`src/sv/assert_macros.svh`:
```
// Assertion macros shared by the turntable ramp controller RTL.
// No dependencies; included by the modules that carry assertions.
`ifndef ASSERT_MACROS_SVH
`define ASSERT_MACROS_SVH

// Condition must hold at every clock edge outside reset.
`define ASSERT_ALWAYS(label, clk, rst_n, cond) \
    label: assert property (@(posedge clk) disable iff (!rst_n) (cond)) \
        else $error("assertion failed: invariant");

// Consequent must hold in the same cycle as the antecedent.
`define ASSERT_IMPLIES(label, clk, rst_n, ante, cons) \
    label: assert property (@(posedge clk) disable iff (!rst_n) (ante) |-> (cons)) \
        else $error("assertion failed: implication");

// Consequent must hold in the cycle after the antecedent.
`define ASSERT_NEXT(label, clk, rst_n, ante, cons) \
    label: assert property (@(posedge clk) disable iff (!rst_n) (ante) |=> (cons)) \
        else $error("assertion failed: next-cycle implication");

`endif

```
`src/sv/tvrc_pkg.sv`:
```
// Package for the turntable velocity ramp controller.
// Field widths, register defaults, register indexes and controller command type.
`timescale 1ns / 1ps

package tvrc_pkg;

    // Default velocity fraction bits (velocity is Q.F)
    localparam int DEF_VEL_FRAC_BITS = 14;

    // Field widths
    localparam int ANGLE_W   = 16;
    localparam int ELAPSED_W = 12;
    localparam int MV_W      = 12;
    localparam int VEL_OUT_W = 16;
    localparam int HEAD_W    = 48;

    // Configuration registers
    localparam int CFG_IDX_W  = 2;
    localparam int CFG_DATA_W = 15;
    localparam int ACCEL_W    = 10;
    localparam int GAIN_W     = 8;
    localparam int DBAND_W    = 15;

    localparam logic [CFG_IDX_W-1:0] CFG_ENABLE = 2'd0;
    localparam logic [CFG_IDX_W-1:0] CFG_ACCEL  = 2'd1;
    localparam logic [CFG_IDX_W-1:0] CFG_GAIN   = 2'd2;
    localparam logic [CFG_IDX_W-1:0] CFG_DBAND  = 2'd3;

    localparam logic               RST_ENABLE = 1'b1;
    localparam logic [ACCEL_W-1:0] RST_ACCEL  = 10'd33;
    localparam logic [GAIN_W-1:0]  RST_GAIN   = 8'd32;
    localparam logic [DBAND_W-1:0] RST_DBAND  = 15'd357;

    // DAC scaling
    localparam logic [MV_W-1:0] DAC_CENTER_MV   = 12'd1250;
    localparam logic [10:0]     DAC_MV_PER_UNIT = 11'd1244;

    // Commands from the sequencer to the datapath
    typedef struct packed {
        logic capture;   // latch the input transaction
        logic tgt_en;    // form target, step and deadband region
        logic vel_en;    // ramp and saturate the velocity
        logic mul_en;    // DAC and heading products
        logic out_load;  // load result registers, integrate heading
    } t_dp_cmd;

endpackage

```
`src/sv/tvrc_ctrl.sv`:
```
// Sequencer for the turntable velocity ramp controller.
// Depends on tvrc_pkg and assert_macros.svh; drives the datapath commands.
`timescale 1ns / 1ps
`include "assert_macros.svh"

module tvrc_ctrl (
    input  logic              i_clk,
    input  logic              i_rst_n,
    input  logic              i_s_tvalid,
    output logic              o_s_tready,
    output logic              o_m_tvalid,
    input  logic              i_m_tready,
    output tvrc_pkg::t_dp_cmd o_cmd
);
    import tvrc_pkg::*;

    localparam logic [2:0] S_IDLE = 3'd0;
    localparam logic [2:0] S_TGT  = 3'd1;
    localparam logic [2:0] S_VEL  = 3'd2;
    localparam logic [2:0] S_MUL  = 3'd3;
    localparam logic [2:0] S_OUT  = 3'd4;

    logic [2:0] r_state, n_state;
    logic       r_out_valid, n_out_valid;
    logic       w_out_free;
    logic       w_accept;

    assign w_out_free = !r_out_valid || i_m_tready;
    // take nothing while reset is held
    assign o_s_tready = i_rst_n &&
                        ((r_state == S_IDLE) || ((r_state == S_OUT) && w_out_free));
    assign w_accept   = i_s_tvalid && o_s_tready;
    assign o_m_tvalid = r_out_valid;

    always_comb begin
        n_state        = r_state;
        o_cmd          = '0;
        o_cmd.capture  = w_accept;
        unique case (r_state)
            S_IDLE: begin
                if (w_accept) n_state = S_TGT;
            end
            S_TGT: begin
                o_cmd.tgt_en = 1'b1;
                n_state      = S_VEL;
            end
            S_VEL: begin
                o_cmd.vel_en = 1'b1;
                n_state      = S_MUL;
            end
            S_MUL: begin
                o_cmd.mul_en = 1'b1;
                n_state      = S_OUT;
            end
            S_OUT: begin
                // hold until the result register is free
                if (w_out_free) begin
                    o_cmd.out_load = 1'b1;
                    n_state        = w_accept ? S_TGT : S_IDLE;
                end
            end
            default: begin
                n_state = S_IDLE;
            end
        endcase
    end

    always_comb begin
        n_out_valid = r_out_valid;
        if (o_cmd.out_load) begin
            n_out_valid = 1'b1;
        end else if (i_m_tready) begin
            n_out_valid = 1'b0;
        end
    end

    always_ff @(posedge i_clk) begin
        if (!i_rst_n) begin
            r_state     <= S_IDLE;
            r_out_valid <= 1'b0;
        end else begin
            r_state     <= n_state;
            r_out_valid <= n_out_valid;
        end
    end

    `ASSERT_IMPLIES(a_load_when_free, i_clk, i_rst_n, o_cmd.out_load, w_out_free)
    `ASSERT_NEXT(a_accept_starts, i_clk, i_rst_n, w_accept, r_state == S_TGT)
    `ASSERT_NEXT(a_load_sets_valid, i_clk, i_rst_n, o_cmd.out_load, r_out_valid)

endmodule

```
`src/sv/tvrc_dp.sv`:
```
// Datapath for the turntable velocity ramp controller: config registers,
// target, ramp, DAC scaling and heading integration. Depends on tvrc_pkg.
`timescale 1ns / 1ps
`include "assert_macros.svh"

module tvrc_dp #(
    parameter int VELOCITY_FRAC_BITS = tvrc_pkg::DEF_VEL_FRAC_BITS
) (
    input  logic                                 i_clk,
    input  logic                                 i_rst_n,
    input  tvrc_pkg::t_dp_cmd                    i_cmd,
    input  logic                                 i_cfg_we,
    input  logic [tvrc_pkg::CFG_IDX_W-1:0]       i_cfg_index,
    input  logic [tvrc_pkg::CFG_DATA_W-1:0]      i_cfg_data,
    input  logic signed [tvrc_pkg::ANGLE_W-1:0]  i_angle,
    input  logic [tvrc_pkg::ELAPSED_W-1:0]       i_elapsed,
    output logic [tvrc_pkg::MV_W-1:0]            o_mv,
    output logic signed [tvrc_pkg::VEL_OUT_W-1:0] o_vel,
    output logic signed [tvrc_pkg::HEAD_W-1:0]   o_heading
);
    import tvrc_pkg::*;

    localparam int P   = VELOCITY_FRAC_BITS;
    localparam int VW  = P + 2;                          // saturated velocity
    localparam int SW  = ACCEL_W + ELAPSED_W;            // step size
    localparam int PW  = ANGLE_W + GAIN_W + 1;           // negated gain*angle
    localparam int TW  = (P > 16) ? PW + P - 16 : PW;    // target velocity
    localparam int IW  = ((P > SW) ? P : SW) + 3;        // ramp intermediate
    localparam int CW  = ((IW > TW) ? IW : TW) + 1;      // compare width
    localparam int MW  = VW + 11;                        // velocity * 1244
    localparam int HW  = VW + ELAPSED_W + 1;             // velocity * ms
    localparam int AW  = ANGLE_W + 1;                    // angle vs deadband

    localparam logic signed [VW-1:0] VEL_ONE  = {{(VW-P-1){1'b0}}, 1'b1, {P{1'b0}}};
    localparam logic signed [VW-1:0] VEL_MIN  = -VEL_ONE;
    localparam logic signed [CW-1:0] CMP_ONE  = CW'(VEL_ONE);
    localparam logic signed [CW-1:0] CMP_MIN  = CW'(VEL_MIN);
    localparam logic signed [MW-1:0] MV_HALF  = {{(MW-P){1'b0}}, 1'b1, {(P-1){1'b0}}};

    // configuration
    logic               r_enable;
    logic [ACCEL_W-1:0] r_accel;
    logic [GAIN_W-1:0]  r_gain;
    logic [DBAND_W-1:0] r_dband;

    // captured transaction
    logic signed [ANGLE_W-1:0] r_angle;
    logic [ELAPSED_W-1:0]      r_elapsed;

    // target stage
    logic [SW-1:0]           r_step;
    logic signed [TW-1:0]    r_target;
    logic                    r_above, r_below;
    logic signed [PW-1:0]    w_gprod, w_neg;
    logic signed [TW-1:0]    w_target;
    logic signed [AW-1:0]    w_a17, w_db17;

    // velocity stage
    logic signed [VW-1:0]    r_vel;
    logic signed [CW-1:0]    w_v0, w_v1, w_v2, w_t, w_s, w_sat;

    // product stage
    logic signed [MW-1:0]    r_mvprod;
    logic signed [HW-1:0]    r_hdprod;
    logic signed [MW-1:0]    w_mvsh;

    // result registers
    logic [MV_W-1:0]             r_mv;
    logic signed [VEL_OUT_W-1:0] r_vel_out;
    logic [HEAD_W-1:0]           r_heading;

    always_ff @(posedge i_clk) begin
        if (!i_rst_n) begin
            r_enable <= RST_ENABLE;
            r_accel  <= RST_ACCEL;
            r_gain   <= RST_GAIN;
            r_dband  <= RST_DBAND;
        end else if (i_cfg_we) begin
            unique case (i_cfg_index)
                CFG_ENABLE: r_enable <= i_cfg_data[0];
                CFG_ACCEL:  r_accel  <= i_cfg_data[ACCEL_W-1:0];
                CFG_GAIN:   r_gain   <= i_cfg_data[GAIN_W-1:0];
                CFG_DBAND:  r_dband  <= i_cfg_data[DBAND_W-1:0];
                default: ;
            endcase
        end
    end

    always_ff @(posedge i_clk) begin
        if (i_cmd.capture) begin
            r_angle   <= i_angle;
            r_elapsed <= i_elapsed;
        end
    end

    // target = floor(-(gain*angle) / 2^(16-F)), exact shift up when F > 16
    assign w_gprod = $signed({1'b0, r_gain}) * r_angle;
    assign w_neg   = -w_gprod;

    generate
        if (P <= 16) begin : g_tgt_down
            assign w_target = TW'(w_neg >>> (16 - P));
        end else begin : g_tgt_up
            assign w_target = TW'(w_neg) <<< (P - 16);
        end
    endgenerate

    assign w_a17  = AW'(r_angle);
    assign w_db17 = $signed({2'b00, r_dband});

    always_ff @(posedge i_clk) begin
        if (i_cmd.tgt_en) begin
            r_step   <= r_accel * r_elapsed;
            r_target <= w_target;
            r_above  <= w_a17 > w_db17;
            r_below  <= w_a17 < -w_db17;
        end
    end

    // ramp: two ordered checks outside the deadband, decay inside it
    assign w_v0 = CW'(r_vel);
    assign w_t  = CW'(r_target);
    assign w_s  = $signed(CW'(r_step));

    always_comb begin
        w_v1 = w_v0;
        w_v2 = w_v0;
        if (r_above) begin
            w_v1 = (w_v0 > w_t) ? w_v0 - w_s : w_v0;
            w_v2 = (w_v1 < w_t) ? w_v1 + w_s : w_v1;
        end else if (r_below) begin
            w_v1 = (w_v0 < w_t) ? w_v0 + w_s : w_v0;
            w_v2 = (w_v1 > w_t) ? w_v1 - w_s : w_v1;
        end else if (w_v0 < 0) begin
            w_v1 = w_v0 + w_s;
            w_v2 = (w_v1 > 0) ? '0 : w_v1;
        end else if (w_v0 > 0) begin
            w_v1 = w_v0 - w_s;
            w_v2 = (w_v1 < 0) ? '0 : w_v1;
        end
    end

    always_comb begin
        priority if (w_v2 > CMP_ONE) begin
            w_sat = CMP_ONE;
        end else if (w_v2 < CMP_MIN) begin
            w_sat = CMP_MIN;
        end else begin
            w_sat = w_v2;
        end
    end

    always_ff @(posedge i_clk) begin
        if (!i_rst_n) begin
            r_vel <= '0;
        end else if (i_cmd.vel_en) begin
            r_vel <= w_sat[VW-1:0];
        end
    end

    always_ff @(posedge i_clk) begin
        if (i_cmd.mul_en) begin
            r_mvprod <= r_vel * $signed({1'b0, DAC_MV_PER_UNIT}) + MV_HALF;
            r_hdprod <= r_vel * $signed({1'b0, r_elapsed});
        end
    end

    assign w_mvsh = r_mvprod >>> P;

    always_ff @(posedge i_clk) begin
        if (i_cmd.out_load) begin
            r_mv      <= r_enable ? (w_mvsh[MV_W-1:0] + DAC_CENTER_MV) : DAC_CENTER_MV;
            // sign-extend a narrow velocity, keep the low bits of a wide one
            r_vel_out <= VEL_OUT_W'(r_vel);
        end
    end

    always_ff @(posedge i_clk) begin
        if (!i_rst_n) begin
            r_heading <= '0;
        end else if (i_cmd.out_load) begin
            r_heading <= r_heading + HEAD_W'(r_hdprod);
        end
    end

    assign o_mv      = r_mv;
    assign o_vel     = r_vel_out;
    assign o_heading = $signed(r_heading);

    `ASSERT_ALWAYS(a_vel_in_range, i_clk, i_rst_n, (r_vel <= VEL_ONE) && (r_vel >= VEL_MIN))
    `ASSERT_NEXT(a_disabled_center, i_clk, i_rst_n, i_cmd.out_load && !r_enable, r_mv == DAC_CENTER_MV)

endmodule

```
`src/sv/turntable_velocity_ramp_controller_top.sv`:
```
// Top level of the turntable velocity ramp controller.
// Depends on tvrc_pkg, tvrc_ctrl and tvrc_dp.
`timescale 1ns / 1ps

// Each input transaction carries a heading error (signed Q4.12 radians) and the
// milliseconds since the previous update; each one yields exactly one result
// transaction with the DAC drive in millivolts (1250 is stop), the new turn
// velocity (signed Q.F, F = VELOCITY_FRAC_BITS) and the integrated heading.
// An item goes through four sequencer steps: target and step, velocity ramp
// with saturation, DAC and heading products, then result load. The
// next item enters no sooner than the last one's result load step, the pace set
// by the velocity feedback through those four steps; a result waiting on the
// output register holds the last step, and the next item enters as it is taken.
// Configuration writes land at once; the user must keep them to idle periods
// only, left to the user by the block. No memory, no clearing pass after reset.

module turntable_velocity_ramp_controller_top #(
    parameter int VELOCITY_FRAC_BITS = tvrc_pkg::DEF_VEL_FRAC_BITS
) (
    input  logic                               i_clk,
    input  logic                               i_rst_n,
    // slave side: [15:0] user_angle, [27:16] elapsed_ms, [31:28] zero
    input  logic                               s_axis_tvalid,
    output logic                               s_axis_tready,
    input  logic [31:0]                        s_axis_tdata,
    // master side: [11:0] dac_millivolts, [27:12] velocity,
    // [75:28] heading_sum, [79:76] zero
    output logic                               m_axis_tvalid,
    input  logic                               m_axis_tready,
    output logic [79:0]                        m_axis_tdata,
    // register write port
    input  logic                               i_cfg_we,
    input  logic [tvrc_pkg::CFG_IDX_W-1:0]     i_cfg_index,
    input  logic [tvrc_pkg::CFG_DATA_W-1:0]    i_cfg_data
);
    import tvrc_pkg::*;

    t_dp_cmd                     w_cmd;
    logic [MV_W-1:0]             w_mv;
    logic signed [VEL_OUT_W-1:0] w_vel;
    logic signed [HEAD_W-1:0]    w_heading;

    // sequencer: handshakes, output valid and step commands
    tvrc_ctrl u_ctrl (
        .i_clk      (i_clk),
        .i_rst_n    (i_rst_n),
        .i_s_tvalid (s_axis_tvalid),
        .o_s_tready (s_axis_tready),
        .o_m_tvalid (m_axis_tvalid),
        .i_m_tready (m_axis_tready),
        .o_cmd      (w_cmd)
    );

    // datapath: registers, arithmetic and result payload
    tvrc_dp #(
        .VELOCITY_FRAC_BITS (VELOCITY_FRAC_BITS)
    ) u_dp (
        .i_clk       (i_clk),
        .i_rst_n     (i_rst_n),
        .i_cmd       (w_cmd),
        .i_cfg_we    (i_cfg_we),
        .i_cfg_index (i_cfg_index),
        .i_cfg_data  (i_cfg_data),
        .i_angle     ($signed(s_axis_tdata[ANGLE_W-1:0])),
        .i_elapsed   (s_axis_tdata[ANGLE_W +: ELAPSED_W]),
        .o_mv        (w_mv),
        .o_vel       (w_vel),
        .o_heading   (w_heading)
    );

    // pack the result fields from the lowest bit up, pad to whole bytes
    assign m_axis_tdata = {4'b0000, w_heading, w_vel, w_mv};

endmodule
```
`config.mk`:
```
export PLATFORM = sky130hd
export DESIGN_NAME = turntable_velocity_ramp_controller_top
export DESIGN_NICKNAME = d
export VERILOG_FILES = /design/src/sv/tvrc_pkg.sv /design/src/sv/tvrc_ctrl.sv /design/src/sv/tvrc_dp.sv /design/src/sv/turntable_velocity_ramp_controller_top.sv
export VERILOG_INCLUDE_DIRS = /design/src /design/src/sv
export SDC_FILE = /design/constraint.sdc
export NUM_CORES = 2
export LEC_CHECK = 0
export ABC_AREA = 1
export BUFFER_PORTS_ARGS = -buffer_cell sky130_fd_sc_hd__buf_2
export CAP_MARGIN = 20
export CORE_MARGIN = 2
export CORE_UTILIZATION = 55
export CTS_CLUSTER_SIZE = 16
export DETAILED_ROUTE_END_ITERATION = 10
export PLACE_DENSITY = 0.75
export SETUP_SLACK_MARGIN = 0.02
export SLEW_MARGIN = 20
export SYNTH_ARGS = -nofsm -noshare
export SYNTH_HDL_FRONTEND = slang
export SYNTH_SLANG_ARGS = --single-unit
```
`constraint.sdc`:
```
create_clock -name i_clk -period 6.95 [get_ports i_clk]
set_clock_uncertainty 0.15 [all_clocks]
set_input_delay 0 -clock i_clk [delete_from_list [all_inputs] [get_ports i_clk]]
set_output_delay 0 -clock i_clk [all_outputs]
set_load 0.02 [all_outputs]
```
==> Word level (Yosys, flattened, before mapping) <==
Index checks and enable logic that the tools add are counted.
{ "totals": {"ff_bits": 260, "in_bits": 54, "output_inout_bits": 82, "word_cells": 89} }
{ "classes": {"addsub": 9, "n_mul": 4, "magnitude_cmp": 12, "n_eq_ne": 9, "muxes": 23, "n_reduce_logical": 14} }
{ "op_table": {"columns": ["cell", "n"], "rows": [
  ["2-to-1 mux 26 bit", 10],
  ["adder 48 bit", 1],
  ["2-to-1 mux 16 bit", 2],
  ["multiplier 16 x 13 -> 29 bit", 1],
  ["adder 26 x 15 -> 26 bit, second input constant", 1],
  ["adder 26 x 23 -> 26 bit", 1],
  ["greater-than comparator 26 x 16 -> 1 bit, second input constant", 1],
  ["greater-than comparator 26 x 23 -> 1 bit", 1],
  ["< comparator 26 x 15 -> 1 bit, second input constant", 1],
  ["< comparator 26 x 23 -> 1 bit", 1],
  ["subtractor 26 x 23 -> 26 bit", 1],
  ["multiplier 9 x 16 -> 25 bit", 1],
  ["negator 25 bit", 1],
  ["adder 16 x 23 -> 24 bit", 1],
  ["greater-than comparator 24 x 1 -> 1 bit, second input constant", 1],
  ["< comparator 24 x 1 -> 1 bit, second input constant", 1],
  ["multiplier 16 x 10 -> 24 bit, second input constant", 1],
  ["subtractor 16 x 23 -> 24 bit", 1],
  ["greater-than comparator 16 x 23 -> 1 bit", 1],
  ["< comparator 16 x 23 -> 1 bit", 1],
  ["multiplier 10 x 12 -> 22 bit", 1],
  ["< comparator 16 x 17 -> 1 bit", 1],
  ["negator 15 -> 17 bit", 1],
  ["greater-than comparator 16 x 1 -> 1 bit, second input constant", 1],
  ["other kinds (19)", 37]
]} }

==> Depth between registers and ports, before layout <==
{ "depth": {"word_depth": 10, "depth_mapped": 43, "ltp_nobuf": 41} }

==> Modules after synthesis <==
A second synthesis with hierarchy kept.
{ "hier_totals": {"hier_cells": 5120, "hier_area_um2": 39379.0} }
{ "by_module_without_submodules": {"columns": ["mod", "instances", "cells_each", "area_each_um2", "seq_area_each_um2"], "rows": [
  ["tvrc_dp", 1, 5075, 39098.7, 6286.0],
  ["tvrc_ctrl", 1, 40, 246.5, 80.1],
  ["turntable_velocity_ramp_controller_top", 1, 5, 33.8, 0.0]
]} }

==> Worst setup path after synthesis <==
Ideal clock, no wire load.
{ "synth_timing": {"path_kind": "register -> register", "start": "reg u_dp.r_vel[15]", "end": "reg u_dp.r_hdprod[28] (data pin)", "setup_ns": 0.260, "t_arrival_ns": 6.412, "required_time_ns": 6.540, "setup_slack_ns": 0.128, "path_stages_with_launch": 23, "n_path_buf": 3, "period_less_slack_ns": 6.822, "cell_sequence": "dfxtp_1 buf_2 buf_1 clkbuf_1 nand2_1 inv_1 fa_1 fa_1 fa_1 inv_1 fa_1 inv_1 fa_1 ha_1 inv_1 nor2_1 nor2_1 o21ai_0 nand2_1 nand2_1 nand3_1 o21a_1 xor2_1"} }
{ "synth_between": {"elab_chain_len": 1} }
{ "synth_rtl": {"columns": ["item", "line_no", "rtl"], "rows": [
  ["start, declared", "tvrc_dp.sv:59", "logic signed [VW-1:0] r_vel;"],
  ["start signal, assigned", "tvrc_dp.sv:157", "r_vel <= w_sat[VW-1:0];"],
  ["multiplier 16 x 13 -> 29 bit", "tvrc_dp.sv:164", "r_hdprod <= r_vel * $signed({1'b0, r_elapsed});"],
  ["end signal, assigned", "tvrc_dp.sv:164", null],
  ["end, declared", "tvrc_dp.sv:64", "logic signed [HW-1:0] r_hdprod;"]
]} }
No other way between the ends.
A chain may end at the register's enable or synchronous reset.

==> Worst setup path in the final report <==
{ "layout_timing": {"start": "reg u_dp.r_elapsed[3]", "end": "reg u_dp.r_hdprod[28] (data pin)"} }
{ "layout_between": {"elab_chain_len": 1} }
{ "layout_rtl": {"columns": ["item", "line_no", "rtl"], "rows": [
  ["start, declared", "tvrc_dp.sv:48", "logic [ELAPSED_W-1:0] r_elapsed;"],
  ["start signal, assigned", "tvrc_dp.sv:92", "r_elapsed <= i_elapsed;"],
  ["multiplier 16 x 13 -> 29 bit", "tvrc_dp.sv:164", null]
]} }
No other way between the ends.

==> impl_metrics.json <==
{
  "n_antenna_cell": 0,
  "synth_top_cell_by_area": "fa_1",
  "cts_root_buffer": "clkbuf_16",
  "async_flop_share": 0,
  "cts.clk_slew.worst_paths_ps": 70,
  "required_ps": 7150,
  "critPathSlowestCell": "edfxtp_1",
  "routed_via_density": 5.392,
  "ys_warn_count": 0,
  "grt_pass1_vias": 33480,
  "cts_tree": "yes",
  "worstSetupPathType": "reg2reg",
  "drc": 0,
  "start_util": 0.5571,
  "fin_crit_ps": 6469,
  "yosysSeqAreaShare": 0.1626,
  "slew_viol_final": 0,
  "grtUsageTotal": 0.2835,
  "num_io_pins": 136,
  "syn_to_final_growth_pct": 9.607,
  "worst-path-buf-inv": 3,
  "power_leakage_nw": 23.57,
  "synth_edf_count": 144,
  "drive_above_1_share": 0.06989,
  "finalSetupViolations": 0,
  "synth_xor_area_frac": 0.05164,
  "synthCells": 5047,
  "synth.top_cells.by_area": "fa_1 22%, ha_1 16%, edfxtp_1 11%",
  "dp_hpwl_mm": 83.44,
  "avgRoutedWirePerCell_microns": 16.76,
  "switching_share": 0.5226,
  "path_common_cell": "nand2_1",
  "synthTopCellsByCount": "1060 x nand2_1, 1054 x inv_1, 511 x ha_1",
  "postRouteAntennaNets": 0,
  "start_kind": "register",
  "cpLargestDelayFamily": "adder cells",
  "synth_simple_gate_area_frac": 0.1691,
  "first_iter_violations": 2411,
  "cp.arrival_ps": 6670,
  "combPwrFrac": 0.722,
  "synth_compound_area_frac": 0.1137,
  "clkPwrFrac": 0.120,
  "drv_cap": 0,
  "die_w_microns": 270.8,
  "synth-main-ff-cell": "edfxtp_1",
  "synthAdderAreaFrac": 0.3796,
  "netlist.area_leader.share": 0.2163,
  "post-route-period-util": 0.9307,
  "grt_setup_unrepaired": "false",
  "gp_congestion": 0.9735,
  "power_frac_seq": 0.158,
  "post-place-cells": 6040,
  "netlist_area_sq_um": 39150,
  "rows": 97,
  "clkLatencyLatePin_ps": 610,
  "whs_ps": 16.47,
  "via_count": 33380,
  "ir_worst_vdd_v": 0.0002548,
  "synthMuxAreaShare": 0,
  "yosysMostFrequentCell": "nand2_1",
  "drtPass1Iterations": 6,
  "antenna_found_initial": 0,
  "hold_viol": 0,
  "p_int_mw": 6.504,
  "clock-sinks": 246,
  "port_buffers": 127,
  "die_h_microns": 270.8,
  "synth.distinct_cells": 64,
  "cts_made_buffers": 31,
  "ys_ff_latch": 246,
  "wirelength_mm": 103.8,
  "nNetsFinal": 6214,
  "min_path_type": "in2reg",
  "end_kind": "register",
  "synth_top_family_by_area": "adder cells",
  "relSlewSlack": 0.3724,
  "core_area_sq_um": 70270,
  "grt_pass1_wl_mm": 169.2,
  "fmax_mhz": 154.6,
  "p_per_area_nw_per_um2": 317.5,
  "syn_avg_cell_area_sq_um": 7.757,
  "gr-total-overflow": 0,
  "final.setup.tns_ps": 0,
  "clk_path_buf_depth": 3,
  "crit_fanout": 9,
  "htreeDepth": 1,
  "grt_max_degree": 79,
  "dieArea_sq_um": 73340,
  "max_stage_delay_ps": 600,
  "switching_power_mw": 7.120,
  "fin_cells": 6191,
  "worstMarginPinSlew_ps": 940.4,
  "outcome": "finished, final reports clean"
}
[power groups by stage]
stage | registers (mW) | clock network (mW) | logic (mW)
after global routing | 2.17 | 1.71 | 11.1
after detailed placement | 2.17 | 0 | 9.63
after global placement | 2.17 | 0 | 9.43
after floorplan | 2.07 | 0 | 7.30
after CTS | 2.14 | 1.67 | 9.73
final | 2.15 | 1.64 | 9.84
[layout make-up]
| cell class | instances | area (sq um) |
|---|---|---|
| Sequential cell | 246 | 6374 |
| Fill cell | 6222 | 27360 |
| Clock inverter | 17 | 177.7 |
| Inverter | 1067 | 4009 |
| Multi-Input combinational cell | 3558 | 28000 |
| Clock buffer | 41 | 833.3 |
| Tap cell | 940 | 1176 |
| Timing Repair Buffer | 322 | 2341 |
[placed cells by master (no fill, tap or decap), types with 9 or more instances in the layout]
master and instances:
xor2_1 162, a31oi_1 25, nand3b_1 10, o21bai_1 60, o21a_1 13, o21ai_0 246, nor2_1 231, edfxtp_1 144
a21o_1 13, a21oi_2 14, nand3_2 17, buf_2 127, nand2_1 1060, inv_1 1054, dlygate4sd3_1 84, clkinv_1 9
xnor2_1 67, a21oi_1 330, fa_1 423, nor3_1 29, o211ai_1 16, nand4_1 31, ha_1 511, dfxtp_1 98
o21ai_1 16, buf_4 108, clkbuf_16 31, nand3_1 178
[stage by stage]
step | setup WS (ps) | power [mW] | util | cell area (sq um)
2_1_floorplan | 127.6 | 9.375 | - | 39160
3_3_place_gp | 497.1 | 11.60 | 0.5830 | 40970
3_5_place_dp | 395.3 | 11.80 | 0.5830 | 40970
4_1_cts | 372.3 | 13.53 | 0.6094 | 42820
5_1_grt | 26.58 | 14.99 | 0.6107 | 42910
6_report | 481.4 | 13.62 | 0.6107 | 42910
[sequential cells by signal, summed over array words and instances, names as in the netlist, 3 cells and up]
register / count
u_dp.r_target: 23
u_dp.r_dband: 15
u_dp.o_mv: 12
u_dp.r_angle: 16
u_dp.r_accel: 10
u_dp.o_heading: 48
u_dp.o_vel: 16
u_ctrl.r_state: 3
u_dp.r_vel: 16
u_dp.r_step: 22
u_dp.r_elapsed: 12
u_dp.r_mvprod: 12
u_dp.r_hdprod: 29
u_dp.r_gain: 8
[final timing paths]
path	slack [ps]	depth (start not counted)	startpoint	end
setup / recovery	480	29	u_dp.r_elapsed[3]$_DFFE_PP_	u_dp.r_hdprod[28]$_DFFE_PP_
hold / removal	20	2	s_axis_tdata[18]	u_dp.r_elapsed[2]$_DFFE_PP_
setup reg to reg	480	29	u_dp.r_elapsed[3]$_DFFE_PP_	u_dp.r_hdprod[28]$_DFFE_PP_
hold reg to reg	320	2	u_dp.o_heading[47]$_SDFFE_PN0P_	u_dp.o_heading[47]$_SDFFE_PN0P_
[routing by layer]
metal | GRT usage | vias up | routed length [microns] | part of all wire
li1 | - | 16230 | - | -
met1 | 0.3813 | 15870 | 44570 | 0.43
met2 | 0.4843 | 1106 | 49140 | 0.47
met3 | 0.02867 | 174 | 6939 | 0.067
met4 | 0.08171 | 0 | 3129 | 0.030
met5 | 0 | - | 0 | 0
[worst register-to-register path, delay by kind of cell, from the launching register on]
family	cells	cell delay (ps)
adder cells (fa/ha/maj)	6	2910
buffers and inverters	3	170
XOR/XNOR	1	130
AO/OA/AOI/OAI	4	820
flip-flops	1	600
AND/OR/NAND/NOR	15	1500
[cells by family after synthesis]
family / after synthesis
flops: 246
buf+inv: 1246
xor+xnor: 230
simple gates: 1602
compound gates: 788
other cells: 1
fa+ha+maj: 934
[timing repair]
action,CTS,global route
endpoints found under the hold margin,83,0
hold buffers,84,0
gates resized for setup,0,7
setup endpoints to repair,0,22
setup buffers,0,9
Note: power is estimated with default switching activity, not from simulation.
